## config.mk

```make
export PLATFORM = sky130hd
export DESIGN_NAME = mfdu_scale
export DESIGN_NICKNAME = d
export VERILOG_FILES = /design/src/rtl/mfdu_pkg.sv /design/src/rtl/mfdu_scale.sv
export SDC_FILE = /design/constraint.sdc
export NUM_CORES = 2
export LEC_CHECK = 0
export BUFFER_PORTS_ARGS = -buffer_cell sky130_fd_sc_hd__buf_2
export CAP_MARGIN = 20
export CORE_UTILIZATION = 35
export DETAILED_ROUTE_END_ITERATION = 16
export SETUP_SLACK_MARGIN = 0.02
export SLEW_MARGIN = 20
export SYNTH_ARGS = -nofsm -noshare
export SYNTH_HDL_FRONTEND = slang
export SYNTH_SLANG_ARGS = --single-unit
export TNS_END_PERCENT = 10
```

## constraint.sdc

```tcl
create_clock -name clk -period 32.7 [get_ports clk]
set_input_delay 6.54 -clock clk [delete_from_list [all_inputs] [get_ports clk]]
set_output_delay 6.54 -clock clk [all_outputs]
set_load 0.05 [all_outputs]
```

## src/rtl/mfdu_pkg.sv

```systemverilog
// Shared types, constants and configuration layout for the motor feedback
// decoder with multi-turn unwrap. No dependencies.
package mfdu_pkg;

  // Encoder and count geometry.
  localparam int ENC_COUNTS = 8192;
  localparam int ENC_W      = 16;
  localparam int STEP_W     = 19;
  localparam int CNT_W      = 48;
  localparam int DEG_W      = 32;
  localparam int HOT_W      = 10;
  localparam int ID_W       = 11;
  localparam int CFG_IDX_W  = 3;
  localparam int CFG_DATA_W = 32;

  // Split of the count magnitude for the partial products.
  localparam int MAG_LO_W = 32;
  localparam int MAG_HI_W = CNT_W - MAG_LO_W;
  localparam int PROD_W   = CNT_W + DEG_W;
  localparam int FRAC_W   = 16;
  localparam int RND_W    = PROD_W - FRAC_W;

  localparam logic signed [STEP_W-1:0] ENC_N = STEP_W'(ENC_COUNTS);
  localparam logic signed [CNT_W-1:0]  CNT_MAX = {1'b0, {(CNT_W-1){1'b1}}};
  localparam logic signed [CNT_W-1:0]  CNT_MIN = {1'b1, {(CNT_W-1){1'b0}}};

  // Identifier boundaries for the command group decode.
  localparam logic [ID_W-1:0] RX_MIDDLE = 11'h204;
  localparam logic [ID_W-1:0] RX_LOW    = 11'h200;

  // Register reset values.
  localparam logic [ID_W-1:0]  RST_RX_ID       = 11'd513;
  localparam logic [DEG_W-1:0] RST_DEG         = 32'd150000;
  localparam logic [7:0]       RST_TEMP_LIMIT  = 8'd50;
  localparam logic [HOT_W-1:0] RST_COUNT_LIMIT = 10'd500;

  typedef enum logic [CFG_IDX_W-1:0] {
    CFG_RX_ID            = 3'd0,
    CFG_MOTOR_TYPE       = 3'd1,
    CFG_DEG_PER_COUNT    = 3'd2,
    CFG_TEMP_LIMIT       = 3'd3,
    CFG_TEMP_COUNT_LIMIT = 3'd4
  } cfg_idx_t;

  typedef enum logic [1:0] {
    MT_SINGLE   = 2'd0,
    MT_GEARED_A = 2'd1,
    MT_GEARED_B = 2'd2,
    MT_NO_ANGLE = 2'd3
  } mtype_t;

  typedef enum logic [1:0] {
    GRP_NONE = 2'd0,
    GRP_LOW  = 2'd1,
    GRP_HIGH = 2'd2,
    GRP_VOLT = 2'd3
  } grp_t;

  typedef struct packed {
    logic [ID_W-1:0]  rx_id;
    mtype_t           motor_type;
    logic [DEG_W-1:0] deg_per_count;
    logic [7:0]       temp_limit;
    logic [HOT_W-1:0] temp_count_limit;
  } cfg_t;

  // Held feedback state that rides along with each word.
  typedef struct packed {
    logic              matched;
    logic [ENC_W-1:0]  encoder;
    logic [15:0]       speed;
    logic [15:0]       current;
    logic [7:0]        temp;
    logic              over_temp;
    grp_t              group;
    logic [3:0]        slot;
  } fb_t;

endpackage

```

## src/rtl/mfdu_scale.sv

```systemverilog
// Angle scaling pipeline: count magnitude, partial products, rounding,
// saturation and the result register. Depends on mfdu_pkg.
module mfdu_scale (
  input  logic                              clk,
  input  logic                              rst_n,
  input  logic [mfdu_pkg::DEG_W-1:0]        deg_per_count,
  input  logic                              s1_valid,
  output logic                              s1_ready,
  input  mfdu_pkg::fb_t                     s1_fb,
  input  logic signed [mfdu_pkg::CNT_W-1:0] s1_count,
  output logic                              out_valid,
  input  logic                              out_stall,
  output logic                              out_matched,
  output logic [15:0]                       out_encoder_pos,
  output logic signed [15:0]                out_speed,
  output logic signed [15:0]                out_torque_current,
  output logic [7:0]                        out_temp_reading,
  output logic signed [mfdu_pkg::CNT_W-1:0] out_angle_deg,
  output logic                              out_over_temp,
  output logic [1:0]                        out_tx_group,
  output logic [3:0]                        out_tx_slot
);
  import mfdu_pkg::*;

  localparam logic [RND_W-1:0] NEG_LIM  = RND_W'(1) << (CNT_W - 1);
  localparam logic [RND_W-1:0] POS_LIM  = NEG_LIM - 1'b1;
  localparam logic [PROD_W-1:0] HALF_LSB = PROD_W'(1) << (FRAC_W - 1);

  logic v2_r, v3_r, v4_r, out_v_r;
  logic rdy2, rdy3, rdy4, rdy5;
  fb_t  fb2_r, fb3_r, fb4_r, fb5_r;
  logic neg2_r, neg3_r, neg4_r;
  logic [CNT_W-1:0]          mag2_r;
  logic [MAG_LO_W+DEG_W-1:0] pp_lo_r;
  logic [MAG_HI_W+DEG_W-1:0] pp_hi_r;
  logic [RND_W-1:0]          rnd4_r;
  logic signed [CNT_W-1:0]   angle_r;
  logic [PROD_W-1:0]         full;
  logic [RND_W-1:0]          clip;

  assign rdy5     = !out_v_r || !out_stall;
  assign rdy4     = !v4_r || rdy5;
  assign rdy3     = !v3_r || rdy4;
  assign rdy2     = !v2_r || rdy3;
  assign s1_ready = rdy2;

  // Rounded product and its clip to the signed result range.
  assign full = {pp_hi_r, {MAG_LO_W{1'b0}}} + PROD_W'(pp_lo_r) + HALF_LSB;
  always_comb begin
    if (neg4_r) begin
      clip = (rnd4_r > NEG_LIM) ? NEG_LIM : rnd4_r;
    end else begin
      clip = (rnd4_r > POS_LIM) ? POS_LIM : rnd4_r;
    end
  end

  // Word valid bits.
  always_ff @(posedge clk) begin
    if (!rst_n) begin
      v2_r    <= 1'b0;
      v3_r    <= 1'b0;
      v4_r    <= 1'b0;
      out_v_r <= 1'b0;
    end else begin
      if (rdy2) begin
        v2_r <= s1_valid;
      end
      if (rdy3) begin
        v3_r <= v2_r;
      end
      if (rdy4) begin
        v4_r <= v3_r;
      end
      if (rdy5) begin
        out_v_r <= v4_r;
      end
    end
  end

  // Payload stages.
  always_ff @(posedge clk) begin
    if (rdy2 && s1_valid) begin
      fb2_r  <= s1_fb;
      neg2_r <= s1_count[CNT_W-1];
      mag2_r <= s1_count[CNT_W-1] ? CNT_W'(-s1_count) : CNT_W'(s1_count);
    end
    if (rdy3 && v2_r) begin
      fb3_r   <= fb2_r;
      neg3_r  <= neg2_r;
      pp_lo_r <= (MAG_LO_W+DEG_W)'(mag2_r[MAG_LO_W-1:0])
                 * (MAG_LO_W+DEG_W)'(deg_per_count);
      pp_hi_r <= (MAG_HI_W+DEG_W)'(mag2_r[CNT_W-1:MAG_LO_W])
                 * (MAG_HI_W+DEG_W)'(deg_per_count);
    end
    if (rdy4 && v3_r) begin
      fb4_r  <= fb3_r;
      neg4_r <= neg3_r;
      rnd4_r <= full[PROD_W-1:FRAC_W];
    end
    if (rdy5 && v4_r) begin
      fb5_r   <= fb4_r;
      angle_r <= neg4_r ? -$signed(clip[CNT_W-1:0]) : $signed(clip[CNT_W-1:0]);
    end
  end

  assign out_valid          = out_v_r;
  assign out_matched        = fb5_r.matched;
  assign out_encoder_pos    = fb5_r.encoder;
  assign out_speed          = $signed(fb5_r.speed);
  assign out_torque_current = $signed(fb5_r.current);
  assign out_temp_reading   = fb5_r.temp;
  assign out_angle_deg      = angle_r;
  assign out_over_temp      = fb5_r.over_temp;
  assign out_tx_group       = fb5_r.group;
  assign out_tx_slot        = fb5_r.slot;

endmodule

```

==> flow_summary.json <==
{
  "status": "completed",
  "floorplan.core_area_um2": 195800,
  "cts_sinks": 520,
  "ctsHoldBuffers": 0,
  "drtAntennaViolNets": 0,
  "first_global_vias": 52749,
  "syn_avg_cell_area_um2": 10.18,
  "grt_usage": 0.1921,
  "gp_congestion": 0.9196,
  "relSlewSlack": 0.2073,
  "synth_area_um2": 69290,
  "cts.clk_slew.worst_paths_ns": 0.06,
  "critPathBufInv": 7,
  "worstPathRequired_ns": 33.08,
  "skew_ns": 0.04896,
  "synth_cell_types": 74,
  "cts_buffers": 56,
  "vias": 48347,
  "syn_to_final_growth_pct": 8.415,
  "clockRootBuffer": "clkbuf_16",
  "final_layout_size_suffix_gt1_frac": 0.06821,
  "routed_via_density": 5.071,
  "cts_tree": "yes",
  "dieArea_um2": 199800,
  "post_cts_buffers": 0,
  "synthArstFlopShare": 0,
  "post-route-period-util": 0.4469,
  "clock_latency_ns": 0.67,
  "firstDrtPassIters": 5,
  "worstSetupPathType": "input port to register",
  "place.port_buffers": 261,
  "critPathLaunchType": "input port",
  "syn_nets": 8683,
  "synthCells": 6807,
  "wl_per_cell_um": 19.69,
  "drt-total-wl_um": 187800,
  "slowest_delay_ns": 0.80,
  "hold_path.class": "register to register",
  "nFillCells": 19427,
  "final_common_cell": "fa_1",
  "antenna_found_initial": 14,
  "initial_core_util": 0.3539,
  "synth_edf_count": 516,
  "setup_violations": 0,
  "ys_seq_area_frac": 0.2248,
  "grt_pass1_wl_um": 299700,
  "cp.arrival_ns": 14.99,
  "slew_viol_final": 0,
  "crit_slowest_cell": "buf_2",
  "overflow": 0,
  "cp_common_cell": "fa_1",
  "hold_viol": 0,
  "hpwlAfterDp_um": 141300,
  "grt_max_degree": 72,
  "chipWidth_um": 446.9,
  "cp-end-kind": "register",
  "htree_levels": 2,
  "synth-seq-cells": 520,
  "crit_family": "adder cells",
  "drc_errors": 0,
  "worst_slew_pin_slew_ns": 1.189,
  "drt-initial-drc-count": 2972,
  "die_y_um": 446.9,
  "max_freq_ghz": 0.06843,
  "finalCriticalPeriod_ns": 14.61,
  "drv_cap": 0,
  "io_pins": 262,
  "timing.setup.tns_ns": 0,
  "rows": 162,
  "cts-resized-gates": 0,
  "clk_path_buf_depth": 3,
  "path_max_fanout": 48,
  "ys_warn_count": 0,
  "grt_setup_unrepaired": "false",
  "synthFlopType": "edfxtp_1",
  "fin_nets": 8737,
  "final_cell_mix": "1313 x fa_1, 1312 x inv_1, 970 x nand2_1"
}
per-stage QoR:
stage,area [um2],utilization,hold slack [ns],instances,setup WS (ns)
finish,75120,0.3837,0.3992,9534,18.09
global route,75110,0.3836,0.4189,9529,17.69
CTS,75100,0.3836,0.4044,9529,17.91
detailed placement,73270,0.3742,0.4045,9427,17.21
global placement,73270,0.3742,0.4001,9427,17.31
floorplan,69290,-,0.4003,6807,13.23
layer usage:
layer / track usage / routed length (um) / up-vias
li1: - / - / 21104
met1: 0.2668 / 83030 / 25020
met2: 0.3082 / 85130 / 1839
met3: 0.03637 / 15140 / 370
met4: 0.04762 / 4348 / 14
met5: 0 / 111 / -
area by class of cell:
class	count	area, um2	share of cell area
multi-input combinational	4619	47500	0.6323
sequential	520	15570	0.2073
inverter	1312	4925	0.06556
tap	2624	3283	0.04370
timing repair buffer	352	1994	0.02655
clock buffer	66	1439	0.01915
clock inverter	36	392.9	0.005230
antenna	5	12.51	0.0001666
synth_stat cells, drive strengths merged, types with 6 or more instances:
cell type,instances,area share
a211oi,20,0.0022
a21boi,9,0.00098
a21o,63,0.0068
a21oi,174,0.013
a221oi,6,0.00076
a31o,6,0.00076
a31oi,35,0.0032
and2,727,0.066
and3,28,0.0025
clkbuf,351,0.019
edfxtp,516,0.22
fa,1313,0.38
ha,415,0.075
inv,1312,0.071
nand2,970,0.053
nand2b,18,0.0016
nand3,58,0.0042
nand3b,6,0.00065
nand4,37,0.0033
nor2,103,0.0056
nor2b,17,0.0015
nor3,45,0.0033
nor4,19,0.0017
o211ai,13,0.0014
o21a,16,0.0017
o21ai,127,0.0092
o21bai,23,0.0025
o22a,10,0.0013
o311ai,13,0.0016
o31ai,21,0.0025
o41ai,8,0.0010
or2,9,0.00081
or3,24,0.0025
or4,18,0.0022
xnor2,136,0.017
xor2,59,0.0075
worst paths after layout:
path         slack (ns)                     to                  from  cells after the start
max               18.09  pp_lo_r[53]$_DFFE_PP_      deg_per_count[6]                     25
min                0.40    fb4_r[46]$_DFFE_PP_   fb3_r[46]$_DFFE_PP_                      0
max reg2reg       23.87  pp_lo_r[53]$_DFFE_PP_  mag2_r[14]$_DFFE_PP_                     24
min reg2reg        0.40    fb4_r[46]$_DFFE_PP_   fb3_r[46]$_DFFE_PP_                      0
registers in the layout (all words and copies together), names as in the netlist, 4 cells and up:
register            flops
fb2_r                  64
fb3_r                  64
fb4_r                  64
mag2_r                 48
out_angle_deg          48
out_encoder_pos        16
out_speed              16
out_temp_reading        8
out_torque_current     16
out_tx_slot             4
pp_hi_r                48
pp_lo_r                49
rnd4_r                 64
logic make-up (layout without fill, tap and decap cells):
group,Yosys count,count (layout),synth area share
other cells,0,5,0
mux,3,3,0.0004514
compound gates,596,596,0.05518
fa+ha+maj,1728,1728,0.4543
flops,520,520,0.2248
xor+xnor,195,195,0.02465
simple gates,2097,2097,0.1503
buf+inv,1668,1766,0.09036
Power is not shown: default switching activity piles up to over one toggle a cycle in this logic, so the estimate is an artifact.
