==> src/rtl/mfdu_pkg.sv <==
// Shared types, constants and configuration layout for the motor feedback
// decoder with multi-turn unwrap. No dependencies.
package mfdu_pkg;

  // Encoder and count geometry.
  localparam int ENC_COUNTS = 8192;
  localparam int ENC_W      = 16;
  localparam int STEP_W     = 19;
  localparam int CNT_W      = 48;
  localparam int DEG_W      = 32;
  localparam int HOT_W      = 10;
  localparam int ID_W       = 11;
  localparam int CFG_IDX_W  = 3;
  localparam int CFG_DATA_W = 32;

  // Split of the count magnitude for the partial products.
  localparam int MAG_LO_W = 32;
  localparam int MAG_HI_W = CNT_W - MAG_LO_W;
  localparam int PROD_W   = CNT_W + DEG_W;
  localparam int FRAC_W   = 16;
  localparam int RND_W    = PROD_W - FRAC_W;

  localparam logic signed [STEP_W-1:0] ENC_N = STEP_W'(ENC_COUNTS);
  localparam logic signed [CNT_W-1:0]  CNT_MAX = {1'b0, {(CNT_W-1){1'b1}}};
  localparam logic signed [CNT_W-1:0]  CNT_MIN = {1'b1, {(CNT_W-1){1'b0}}};

  // Identifier boundaries for the command group decode.
  localparam logic [ID_W-1:0] RX_MIDDLE = 11'h204;
  localparam logic [ID_W-1:0] RX_LOW    = 11'h200;

  // Register reset values.
  localparam logic [ID_W-1:0]  RST_RX_ID       = 11'd513;
  localparam logic [DEG_W-1:0] RST_DEG         = 32'd150000;
  localparam logic [7:0]       RST_TEMP_LIMIT  = 8'd50;
  localparam logic [HOT_W-1:0] RST_COUNT_LIMIT = 10'd500;

  typedef enum logic [CFG_IDX_W-1:0] {
    CFG_RX_ID            = 3'd0,
    CFG_MOTOR_TYPE       = 3'd1,
    CFG_DEG_PER_COUNT    = 3'd2,
    CFG_TEMP_LIMIT       = 3'd3,
    CFG_TEMP_COUNT_LIMIT = 3'd4
  } cfg_idx_t;

  typedef enum logic [1:0] {
    MT_SINGLE   = 2'd0,
    MT_GEARED_A = 2'd1,
    MT_GEARED_B = 2'd2,
    MT_NO_ANGLE = 2'd3
  } mtype_t;

  typedef enum logic [1:0] {
    GRP_NONE = 2'd0,
    GRP_LOW  = 2'd1,
    GRP_HIGH = 2'd2,
    GRP_VOLT = 2'd3
  } grp_t;

  typedef struct packed {
    logic [ID_W-1:0]  rx_id;
    mtype_t           motor_type;
    logic [DEG_W-1:0] deg_per_count;
    logic [7:0]       temp_limit;
    logic [HOT_W-1:0] temp_count_limit;
  } cfg_t;

  // Held feedback state that rides along with each word.
  typedef struct packed {
    logic              matched;
    logic [ENC_W-1:0]  encoder;
    logic [15:0]       speed;
    logic [15:0]       current;
    logic [7:0]        temp;
    logic              over_temp;
    grp_t              group;
    logic [3:0]        slot;
  } fb_t;

endpackage

==> src/rtl/mfdu_track.sv <==
// Input register and per-frame state update: decode, temperature tracking,
// group/slot decode and encoder unwrap. Depends on mfdu_pkg.
module mfdu_track (
  input  logic                            clk,
  input  logic                            rst_n,
  input  mfdu_pkg::cfg_t                  cfg,
  input  logic                            in_valid,
  output logic                            in_stall,
  input  logic [mfdu_pkg::ID_W-1:0]       in_frame_id,
  input  logic [7:0]                      in_data_b0,
  input  logic [7:0]                      in_data_b1,
  input  logic [7:0]                      in_data_b2,
  input  logic [7:0]                      in_data_b3,
  input  logic [7:0]                      in_data_b4,
  input  logic [7:0]                      in_data_b5,
  input  logic [7:0]                      in_data_b6,
  output logic                            s1_valid,
  input  logic                            s1_ready,
  output mfdu_pkg::fb_t                   s1_fb,
  output logic signed [mfdu_pkg::CNT_W-1:0] s1_count
);
  import mfdu_pkg::*;

  // Input stage registers.
  logic             s0_v_r;
  logic [ID_W-1:0]  s0_fid_r;
  logic [ENC_W-1:0] s0_enc_r;
  logic [15:0]      s0_spd_r;
  logic [15:0]      s0_cur_r;
  logic [7:0]       s0_tmp_r;

  // Block state.
  logic                    started_r, started_nxt;
  logic [ENC_W-1:0]        prev_encoder_r, prev_encoder_nxt;
  logic signed [CNT_W-1:0] turn_count_r, turn_count_nxt;
  logic [HOT_W-1:0]        hot_frames_r, hot_frames_nxt;
  logic                    hot_flag_r, hot_flag_nxt;
  logic [15:0]             last_speed_r, last_speed_nxt;
  logic [15:0]             last_current_r, last_current_nxt;
  logic [7:0]              last_temp_r, last_temp_nxt;
  logic [ENC_W-1:0]        last_encoder_r, last_encoder_nxt;
  grp_t                    cmd_group_r, cmd_group_nxt;
  logic [3:0]              cmd_slot_r, cmd_slot_nxt;

  // Result stage registers.
  logic                    s1_v_r;
  fb_t                     s1_fb_r;
  logic signed [CNT_W-1:0] s1_count_r;

  logic rdy0, rdy1, s0_adv, hit;

  assign rdy1     = !s1_v_r || s1_ready;
  assign rdy0     = !s0_v_r || rdy1;
  assign s0_adv   = s0_v_r && rdy1;
  assign in_stall = !rdy0;
  assign hit      = (s0_fid_r == cfg.rx_id);

  // Input register.
  always_ff @(posedge clk) begin
    if (!rst_n) begin
      s0_v_r <= 1'b0;
    end else if (rdy0) begin
      s0_v_r <= in_valid;
    end
    if (rdy0 && in_valid) begin
      s0_fid_r <= in_frame_id;
      s0_enc_r <= {in_data_b0, in_data_b1};
      s0_spd_r <= {in_data_b2, in_data_b3};
      s0_cur_r <= {in_data_b4, in_data_b5};
      s0_tmp_r <= in_data_b6;
    end
  end

  // Next state for one matched frame.
  always_comb begin
    logic [HOT_W-1:0]         hf_inc;
    logic [ID_W-1:0]          id_off;
    logic [ENC_W-1:0]         prev_eff;
    logic signed [CNT_W-1:0]  base;
    logic signed [STEP_W-1:0] d, alt, aa, ad, step;
    logic signed [CNT_W:0]    sum;

    started_nxt      = started_r;
    prev_encoder_nxt = prev_encoder_r;
    turn_count_nxt   = turn_count_r;
    hot_frames_nxt   = hot_frames_r;
    hot_flag_nxt     = hot_flag_r;
    last_speed_nxt   = last_speed_r;
    last_current_nxt = last_current_r;
    last_temp_nxt    = last_temp_r;
    last_encoder_nxt = last_encoder_r;
    cmd_group_nxt    = cmd_group_r;
    cmd_slot_nxt     = cmd_slot_r;

    hf_inc   = (hot_frames_r == '1) ? hot_frames_r : hot_frames_r + 1'b1;
    id_off   = '0;
    prev_eff = started_r ? prev_encoder_r : s0_enc_r;
    if (started_r) begin
      base = turn_count_r;
    end else if (cfg.motor_type == MT_SINGLE) begin
      base = CNT_W'(s0_enc_r);
    end else begin
      base = '0;
    end

    // Encoder step, wrapped to the shorter way around.
    d = $signed(STEP_W'(s0_enc_r) - STEP_W'(prev_eff));
    if (d < 0) begin
      alt = d + ENC_N;
    end else if (d > 0) begin
      alt = d - ENC_N;
    end else begin
      alt = '0;
    end
    aa = (alt < 0) ? -alt : alt;
    ad = (d < 0) ? -d : d;
    if (cfg.motor_type == MT_SINGLE) begin
      if ((d <<< 1) > ENC_N) begin
        step = d - ENC_N;
      end else if ((d <<< 1) < -ENC_N) begin
        step = d + ENC_N;
      end else begin
        step = d;
      end
    end else begin
      step = (aa > ad) ? d : alt;
    end
    sum = $signed({base[CNT_W-1], base}) + (CNT_W+1)'(step);

    if (s0_adv && hit) begin
      last_encoder_nxt = s0_enc_r;
      last_speed_nxt   = s0_spd_r;
      last_current_nxt = s0_cur_r;
      last_temp_nxt    = s0_tmp_r;

      // Over-temperature frame counting with a sticky flag.
      if (s0_tmp_r > cfg.temp_limit) begin
        if (hf_inc > cfg.temp_count_limit) begin
          hot_flag_nxt   = 1'b1;
          hot_frames_nxt = '0;
        end else begin
          hot_frames_nxt = hf_inc;
        end
      end else begin
        hot_frames_nxt = '0;
      end

      // Command group and slot from the identifier, until started.
      if (!started_r) begin
        if (cfg.rx_id > RX_MIDDLE) begin
          cmd_group_nxt = (cfg.motor_type == MT_SINGLE) ? GRP_VOLT : GRP_HIGH;
          id_off        = cfg.rx_id - (RX_MIDDLE + 1'b1);
          cmd_slot_nxt  = {id_off[2:0], 1'b0};
        end else if (cfg.rx_id > RX_LOW) begin
          cmd_group_nxt = GRP_LOW;
          id_off        = cfg.rx_id - (RX_LOW + 1'b1);
          cmd_slot_nxt  = {id_off[2:0], 1'b0};
        end
      end

      // Multi-turn count, saturated to the count range.
      if (cfg.motor_type != MT_NO_ANGLE) begin
        started_nxt      = 1'b1;
        prev_encoder_nxt = s0_enc_r;
        if (sum[CNT_W] != sum[CNT_W-1]) begin
          turn_count_nxt = sum[CNT_W] ? CNT_MIN : CNT_MAX;
        end else begin
          turn_count_nxt = sum[CNT_W-1:0];
        end
      end
    end
  end

  // State registers.
  always_ff @(posedge clk) begin
    if (!rst_n) begin
      started_r      <= 1'b0;
      prev_encoder_r <= '0;
      turn_count_r   <= '0;
      hot_frames_r   <= '0;
      hot_flag_r     <= 1'b0;
      last_speed_r   <= '0;
      last_current_r <= '0;
      last_temp_r    <= '0;
      last_encoder_r <= '0;
      cmd_group_r    <= GRP_NONE;
      cmd_slot_r     <= '0;
    end else begin
      started_r      <= started_nxt;
      prev_encoder_r <= prev_encoder_nxt;
      turn_count_r   <= turn_count_nxt;
      hot_frames_r   <= hot_frames_nxt;
      hot_flag_r     <= hot_flag_nxt;
      last_speed_r   <= last_speed_nxt;
      last_current_r <= last_current_nxt;
      last_temp_r    <= last_temp_nxt;
      last_encoder_r <= last_encoder_nxt;
      cmd_group_r    <= cmd_group_nxt;
      cmd_slot_r     <= cmd_slot_nxt;
    end
  end

  // Snapshot of the updated state for this word.
  always_ff @(posedge clk) begin
    if (!rst_n) begin
      s1_v_r <= 1'b0;
    end else if (rdy1) begin
      s1_v_r <= s0_v_r;
    end
    if (s0_adv) begin
      s1_fb_r.matched   <= hit;
      s1_fb_r.encoder   <= last_encoder_nxt;
      s1_fb_r.speed     <= last_speed_nxt;
      s1_fb_r.current   <= last_current_nxt;
      s1_fb_r.temp      <= last_temp_nxt;
      s1_fb_r.over_temp <= hot_flag_nxt;
      s1_fb_r.group     <= cmd_group_nxt;
      s1_fb_r.slot      <= cmd_slot_nxt;
      s1_count_r        <= turn_count_nxt;
    end
  end

  assign s1_valid = s1_v_r;
  assign s1_fb    = s1_fb_r;
  assign s1_count = s1_count_r;

  // The over-temperature flag never clears outside reset.
  a_flag_sticky: assert property (@(posedge clk) disable iff (!rst_n)
    hot_flag_r |=> hot_flag_r)
    else $error("over-temperature flag cleared");

  // A frame for another identifier leaves the unwrap state alone.
  a_miss_holds: assert property (@(posedge clk) disable iff (!rst_n)
    s0_adv && !hit |=> $stable(turn_count_r) && $stable(prev_encoder_r)
                       && $stable(started_r))
    else $error("unmatched frame changed unwrap state");

  // A matched frame in an angle mode leaves the unwrap started.
  a_start_sets: assert property (@(posedge clk) disable iff (!rst_n)
    s0_adv && hit && cfg.motor_type != MT_NO_ANGLE |=> started_r)
    else $error("unwrap not started after matched frame");

endmodule

==> config.mk <==
export PLATFORM = sky130hd
export DESIGN_NAME = mfdu_track
export DESIGN_NICKNAME = d
export VERILOG_FILES = /design/src/rtl/mfdu_pkg.sv /design/src/rtl/mfdu_track.sv
export SDC_FILE = /design/constraint.sdc
export NUM_CORES = 1
export LEC_CHECK = 0
export ABC_AREA = 1
export BUFFER_PORTS_ARGS = -buffer_cell sky130_fd_sc_hd__buf_2
export CAP_MARGIN = 30
export CORE_MARGIN = 1
export CORE_UTILIZATION = 50
export CTS_CLUSTER_DIAMETER = 60
export DETAILED_ROUTE_END_ITERATION = 10
export PLACE_DENSITY = 0.73
export SLEW_MARGIN = 0
export SYNTH_ARGS = -nofsm -noshare
export SYNTH_HDL_FRONTEND = slang
export SYNTH_SLANG_ARGS = --single-unit
==> constraint.sdc <==
create_clock -name clk -period 12 [get_ports clk]
set_input_delay 1.2 -clock clk [delete_from_list [all_inputs] [get_ports clk]]
set_output_delay 1.2 -clock clk [all_outputs]
set_load 0.05 [all_outputs]
==> key figures, run 1 <==
Power
  • Power Density: between 100 and 150 mW/mm2
  • Leak: 11.19 nW
  • Clock network power share: 0.382
  • P_sw: 1.038 mW
  • Sequential power share: 0.374
  • Worst-case vdd ir drop: roughly 0.00014 V
  • Internal: 2.141 mW
  • Combinational power share: 0.244
  • Switching Share: 0.3265

Route
  • DR vias: 15.99k
  • Routed WL: 47010 um
  • Antenna Violating Nets Remaining: 0
  • Mean routed wirelength per cell: 14.84 um
  • Vias/cell: roughly 5.0
  • # DRC: 0
  • Drt initial violations: 905
  • Pre-Repair DR Iteration Count: 5

Synth
  • Post-synthesis compound-gate area fraction: 0.1091
  • Synth Flop Type: edfxtp_1
  • Post-synthesis adder-cell area fraction: 0.06046
  • Synth Area in XOR/XNOR: 0.03619
  • Mean Syn Cell Area: 7.793 um2
  • Netlist Area Pre-Place: 0.01887 mm2
  • Post-synthesis sequential area ratio: 0.4333
  • Yosys reg bits: 319
  • Netlist cell types: between 50 and 60
  • Simple-gate share of the synthesized area: 0.2567
  • Mux share of post-synthesis cell area: 0.0005303
  • Post-synth EDFFs: 179
  • Asr flop ratio synth: 0
  • Largest family of logic cells by synthesized area: simple AND/OR/NAND/NOR gates
  • Yosys warns: 0
  • Mapped Cells: around 2.4k

Clocking
  • H-tree levels: 2
  • Setup bufs post-CTS: 0
  • PostCTS Resize Cnt: 0
  • Clock latency on the worst-skew pair: approximately 0.57 ns
  • Clk root buf: clkbuf_16
  • CTS tree: done
  • Hold Buf Count CTS: 0
  • Clk slew on worst S/H paths: 0.06 ns
  • Clock sinks: 319
  • TritonCTS buffer count: 40
  • Clk buf depth: 3

Cells and area
  • Commonest non-fill, non-tap cells in the layout: nand2_1, inv_1, buf_2
  • Commonest non-fill, non-tap cell in the layout: nand2_1
  • Share of post-route cells with drive strength above 1: 0.1911
  • Layout area overhead: 15.45%
  • Final nets: 2855
  • Fillers: 3308

Floorplanning
  • Die height: 196.3 um
  • # IOs: approximately 250
  • Initial Utilization: 0.5119
  • Die area: ~0.039 mm2
  • Core area: 0.03687 mm2
  • Row count: 70
  • Die Width: slightly below 200 um

Setup path
  • Critical path type: register to register
  • WP data required: 12.32 ns
  • Startpoint Class: register
  • Worst Setup End Kind: register
  • Most frequent CP cell: nand2_1
  • Slowest cell on crit path: fa_1
  • CP Data Arrival Time: 10.55 ns
  • Critical path's largest stage delay: between 0.5 and 0.6 ns
  • Crit-path max FO: 64

Flow run
  • MaxCap Viol Count: 0

STA
  • Peak Freq: approximately 98 MHz
  • Post-layout min period: 10.22 ns
  • Setup Skew: between 0.02 and 0.025 ns
  • Fin. max-slew vios: 0
  • Final setup fails: 0
  • Final period utilization: 0.8517
  • Post-Route Setup TNS: 0 ns
  • RSZ-0062 raised after global routing: no
  • Rel. slew slack: 0.3526
  • Worst-Margin Slew: 0.9711 ns
  • WHS: 0.4460 ns
  • Final Hold Vio Count: 0

Place
  • Post-detail-place hpwl: 34680 um
  • Routability congestion estimate: 0.9446
  • I/O Buffers: 215

Global routing
  • Largest net degree at the start of global routing: 123
  • Vias in the first global route: 15.49k
  • GRT Total Usage: 0.2449
  • Grt total ovfl: 0
  • Number of antenna violations at the first check in global routing: 5
  • First-pass GRT wire length: roughly 76000 um

Worst hold path
  • Path category of the worst min-delay check: register to register

Run status
  • Status: finished, final reports clean
## worst paths after layout
path                      start            end  slack, ns  cells after the start
setup / recovery      started_r    s1_count[0]       1.78                     60
setup reg to reg      started_r    s1_count[0]       1.78                     60
hold reg to reg   cmd_slot_r[0]  cmd_slot_r[0]       0.45                      2
hold / removal    cmd_slot_r[0]  cmd_slot_r[0]       0.45                      2
## layer usage
layer  share of wire  track usage  vias up
met2            0.45       0.4060      456
met4           0.021      0.07002       10
met3           0.079      0.06395       76
li1                -            -     8190
met5          0.0014            0        -
met1            0.45       0.3139     7257
## stage by stage
stage	worst slack, ns	area [um2]	util	cells	power [mW]
after floorplan	3.156	18880	-	2424	1.815
after global placement	1.903	20390	0.5531	3092	1.971
after detailed placement	1.802	20390	0.5531	3092	1.980
after CTS	1.759	21760	0.5901	3166	3.202
after global routing	0.6574	21790	0.5909	3167	3.349
final	1.780	21790	0.5909	3168	3.179
## cell type report
class                   count  area (um2)  share of cell area
flip-flops and latches    319        8179              0.3754
diodes                      1       2.502           0.0001148
clock inverters            17       231.5             0.01062
inverters                 424        1597             0.07327
well taps                 504       630.6             0.02894
clock buffers              57        1135             0.05208
multi-input cells        1611        8768              0.4024
repair buffers            235        1246             0.05719
## cells by family (layout without fill, tap and decap cells)
| group | Yosys count | after routing |
|---|---|---|
| and+or+nand+nor | 1078 | 1078 |
| adders and majority gates | 90 | 90 |
| other | 2 | 5 |
| AOI/OAI and AO/OA | 360 | 360 |
| buffers and inverters | 494 | 733 |
| DFF | 319 | 319 |
| xor gates and xnor gates | 78 | 78 |
| muxes | 1 | 1 |
## sequential cells by signal (all words and copies together), names as in the netlist, 2 cells and up
signal / cells
cmd_group_r: 2
cmd_slot_r: 4
hot_frames_r: 10
last_current_r: 16
last_encoder_r: 16
last_speed_r: 16
last_temp_r: 8
prev_encoder_r: 16
s0_cur_r: 16
s0_enc_r: 16
s0_fid_r: 11
s0_spd_r: 16
s0_tmp_r: 8
s1_count: 48
s1_fb: 64
turn_count_r: 48
## cell usage after synthesis (all sizes together), types with 18 or more instances
cell	number	area, um2
a211oi	58	435.4
a21oi	189	960.9
buf	20	170.2
clkbuf	50	187.7
dfxtp	140	2803
edfxtp	179	5375
ha	88	1101
inv	423	1588
nand2	646	2545
nand3	96	560.5
nand4	18	112.6
nor2	180	755.7
nor3	22	110.1
o21ai	78	390.4
or2	92	575.6
xor2	63	551.8
## worst max-delay path: cells and delay by family, from the launching register on
kind / cells / cell delay (ns)
adder cells (fa/ha/maj): 5 / 1.43
AO/OA/AOI/OAI: 14 / 2.72
AND/OR/NAND/NOR: 32 / 3.95
flip-flops: 1 / 0.32
buffers and inverters: 9 / 1.54
## power groups by stage
stage / logic, mW / registers [mW] / clock network [mW]
final: 0.777 / 1.19 / 1.21
after global routing: 0.878 / 1.19 / 1.28
after CTS: 0.773 / 1.19 / 1.24
after floorplan: 0.567 / 1.25 / 0
after global placement: 0.760 / 1.21 / 0
after detailed placement: 0.768 / 1.21 / 0
Note: power is estimated with default switching activity, not from simulation.
==> inputs of run 2 (changes only) <==
Settings changed: CORE_UTILIZATION 50 to 55, PLACE_DENSITY 0.73 to 0.79.
==> run 2 against run 1 <==
  * Combinational power increased by 0.8%
  * Routed wire length is 0.54% lower
  * Clock power decreased by 12%
  * Sequential cell count unchanged
  * Power fell by 4.6%
  * Clock-buffer cell count shrank 7
  * Non-clock buffer count is 2 lower
  * Cell area shrank 1.4%
  * Via count grew 0.42%
  * Global-route usage increased by 2.1 points
  * Critical endpoint is now s1_count[20]
  * Largest cell class unchanged
  * Largest power group is now sequential cells
  * Highest routed layer unchanged
==> key figures, run 2 (same netlist as run 1, synthesis figures left out) <==
Global routing
  • Number of antenna violations at the first check in global routing: 3 (was 5)
  • Vias in the first global route: 15.59k (was 15.49k)
  • GRT Total Usage: 0.2662 (was 0.2449)
  • Largest net degree at the start of global routing: 104 (was 123)
  • Grt total ovfl: 0 (unchanged)
  • First-pass GRT wire length: 75550 um (was 75950 um)

STA
  • Rel. slew slack: 0.3992 (was 0.3526)
  • RSZ-0062 raised after global routing: no (unchanged)
  • Final period utilization: 0.8792 (was 0.8517)
  • Post-Route Setup TNS: 0 ns (unchanged)
  • Setup Skew: 0.02315 ns (was 0.02342 ns)
  • Fin. max-slew vios: 0 (unchanged)
  • Final Hold Vio Count: 0 (unchanged)
  • Final setup fails: 0 (unchanged)
  • Worst-Margin Slew: 0.9013 ns (was 0.9711 ns)
  • Post-layout min period: 10.55 ns (was 10.22 ns)
  • Peak Freq: 94.79 MHz (was 97.84 MHz)

Cells and area
  • Finished Layout Cells: 3103 (was 3168)
  • Reg area: 0.008179 mm2 (unchanged)
  • Share of post-route cells with drive strength above 1: 0.1873 (was 0.1911)
  • Fillers: 2944 (was 3308)
  • Commonest non-fill, non-tap cell in the layout: nand2_1 (unchanged)
  • Max reg flops: 64 (unchanged)
  • Final nets: 2849 (was 2855)
  • Commonest non-fill, non-tap cells in the layout: nand2_1, inv_1, buf_2 (unchanged)
  • Layout area overhead: 13.81% (was 15.45%)
  • Multi-input gate area: 0.008768 mm2 (unchanged)

Clocking
  • H-tree levels: 2 (unchanged)
  • PostCTS Resize Cnt: 0 (unchanged)
  • Hold Buf Count CTS: 0 (unchanged)
  • Setup bufs post-CTS: 0 (unchanged)
  • Clk root buf: clkbuf_16 (unchanged)
  • Clk buf depth: 3 (unchanged)
  • TritonCTS buffer count: 36 (was 40)
  • Clk slew on worst S/H paths: 0.06 ns (about the same)
  • CTS tree: done (unchanged)
  • Clock sinks: 319 (unchanged)
  • Clock latency on the worst-skew pair: 0.56 ns (was 0.57 ns)

Route
  • Antenna Violating Nets Remaining: 0 (unchanged)
  • Drt initial violations: 1057 (was 905)
  • Mean routed wirelength per cell: 15.07 um (was 14.84 um)
  • DR vias: 16.06k (was 15.99k)
  • Routed WL: 46760 um (was 47010 um)
  • Pre-Repair DR Iteration Count: 5 (unchanged)
  • Vias/cell: 5.174 (was 5.047)
  • # DRC: 0 (unchanged)

Worst hold path
  • Path category of the worst min-delay check: register to register (unchanged)

Place
  • Post-detail-place hpwl: 34630 um (was 34680 um)
  • Cell total after placement: 3035 (was 3092)
  • I/O Buffers: 215 (unchanged)
  • Routability congestion estimate: 0.9332 (was 0.9446)

Flow run
  • MaxCap Viol Count: 0 (unchanged)

Floorplanning
  • Die height: 187.3 um (was 196.3 um)
  • Row count: 67 (was 70)
  • Core area: 0.03362 mm2 (was 0.03687 mm2)
  • # IOs: 248 (unchanged)
  • Die Width: 187.3 um (was 196.3 um)
  • Initial Utilization: 0.5615 (was 0.5119)
  • Die area: 0.03506 mm2 (was 0.03853 mm2)

Power
  • Worst-case vdd ir drop: 0.0001487 V (was 0.0001408 V)
  • Leak: 11.08 nW (was 11.19 nW)
  • Power Density: 141.2 mW/mm2 (was 145.9 mW/mm2)

Setup path
  • Startpoint Class: register (unchanged)
  • Critical path type: register to register (unchanged)
  • Worst Setup End Kind: register (unchanged)
  • WP data required: 12.30 ns (was 12.32 ns)
  • Critical path's largest stage delay: 0.76 ns (was 0.53 ns)
  • Most frequent CP cell: nand2_1 (unchanged)
  • Slowest cell on crit path: dfxtp_2 (was fa_1)
  • Crit-path max FO: 45 (was 64)
  • CP Data Arrival Time: 10.85 ns (was 10.55 ns)

Run status
  • Status: finished, final reports clean (unchanged)
## run 2: final timing paths
| path | start | endpoint | slack (ns) | cells after the start |
|---|---|---|---|---|
| max | started_r | s1_count[20] | 1.45 | 61 |
| max reg2reg | started_r | s1_count[20] | 1.45 | 61 |
| min reg2reg | prev_encoder_r[0] | prev_encoder_r[0] | 0.45 | 2 |
| min | prev_encoder_r[0] | prev_encoder_r[0] | 0.45 | 2 |
## run 2: per-layer routing
layer	global-route usage	share of wire	vias to the layer above
met3	0.06754	0.068	89
met4	0.08480	0.026	4
met2	0.4511	0.47	420
met1	0.3313	0.44	7375
met5	0	0.00062	-
li1	-	-	8168
## run 2: critical path, delay by kind of cell, from the launching register on
| kind | cells | cell delay [ns] |
|---|---|---|
| AOI/OAI and AO/OA | 14 | 2.63 |
| DFF | 1 | 0.76 |
| and+or+nand+nor | 31 | 3.80 |
| adders and majority gates | 5 | 1.35 |
| xor gates and xnor gates | 1 | 0.51 |
| buffers and inverters | 10 | 1.19 |
## run 2: per-stage QoR
step / cell area (um2) / hold slack [ns] / total power, mW / setup WS [ns] / util
6_report: 21480 / 0.4468 / 3.033 / 1.450 / 0.6390
5_1_grt: 21480 / 0.4740 / 3.189 / 0.3751 / 0.6389
4_1_cts: 21480 / 0.4491 / 3.044 / 1.638 / 0.6389
3_5_place_dp: 20330 / 0.4413 / 1.983 / 1.683 / 0.6047
3_3_place_gp: 20330 / 0.4341 / 1.972 / 1.905 / 0.6047
2_1_floorplan: 18880 / 0.4238 / 1.815 / 3.156 / -
## run 2: cell type report
class | count | share of cell area
flip-flops and latches | 319 | 0.3808
repair buffers | 233 | 0.05697
inverters | 424 | 0.07432
clock buffers | 50 | 0.04631
well taps | 448 | 0.02610
multi-input cells | 1611 | 0.4082
diodes | 2 | 0.0002330
clock inverters | 16 | 0.007106
## run 2: report_power, final
group          leakage [nW]  internal, mW  switching (mW)
Clock                 0.565         0.611           0.451
Sequential             2.94          1.18          0.0101
Combinational          7.57         0.244           0.539
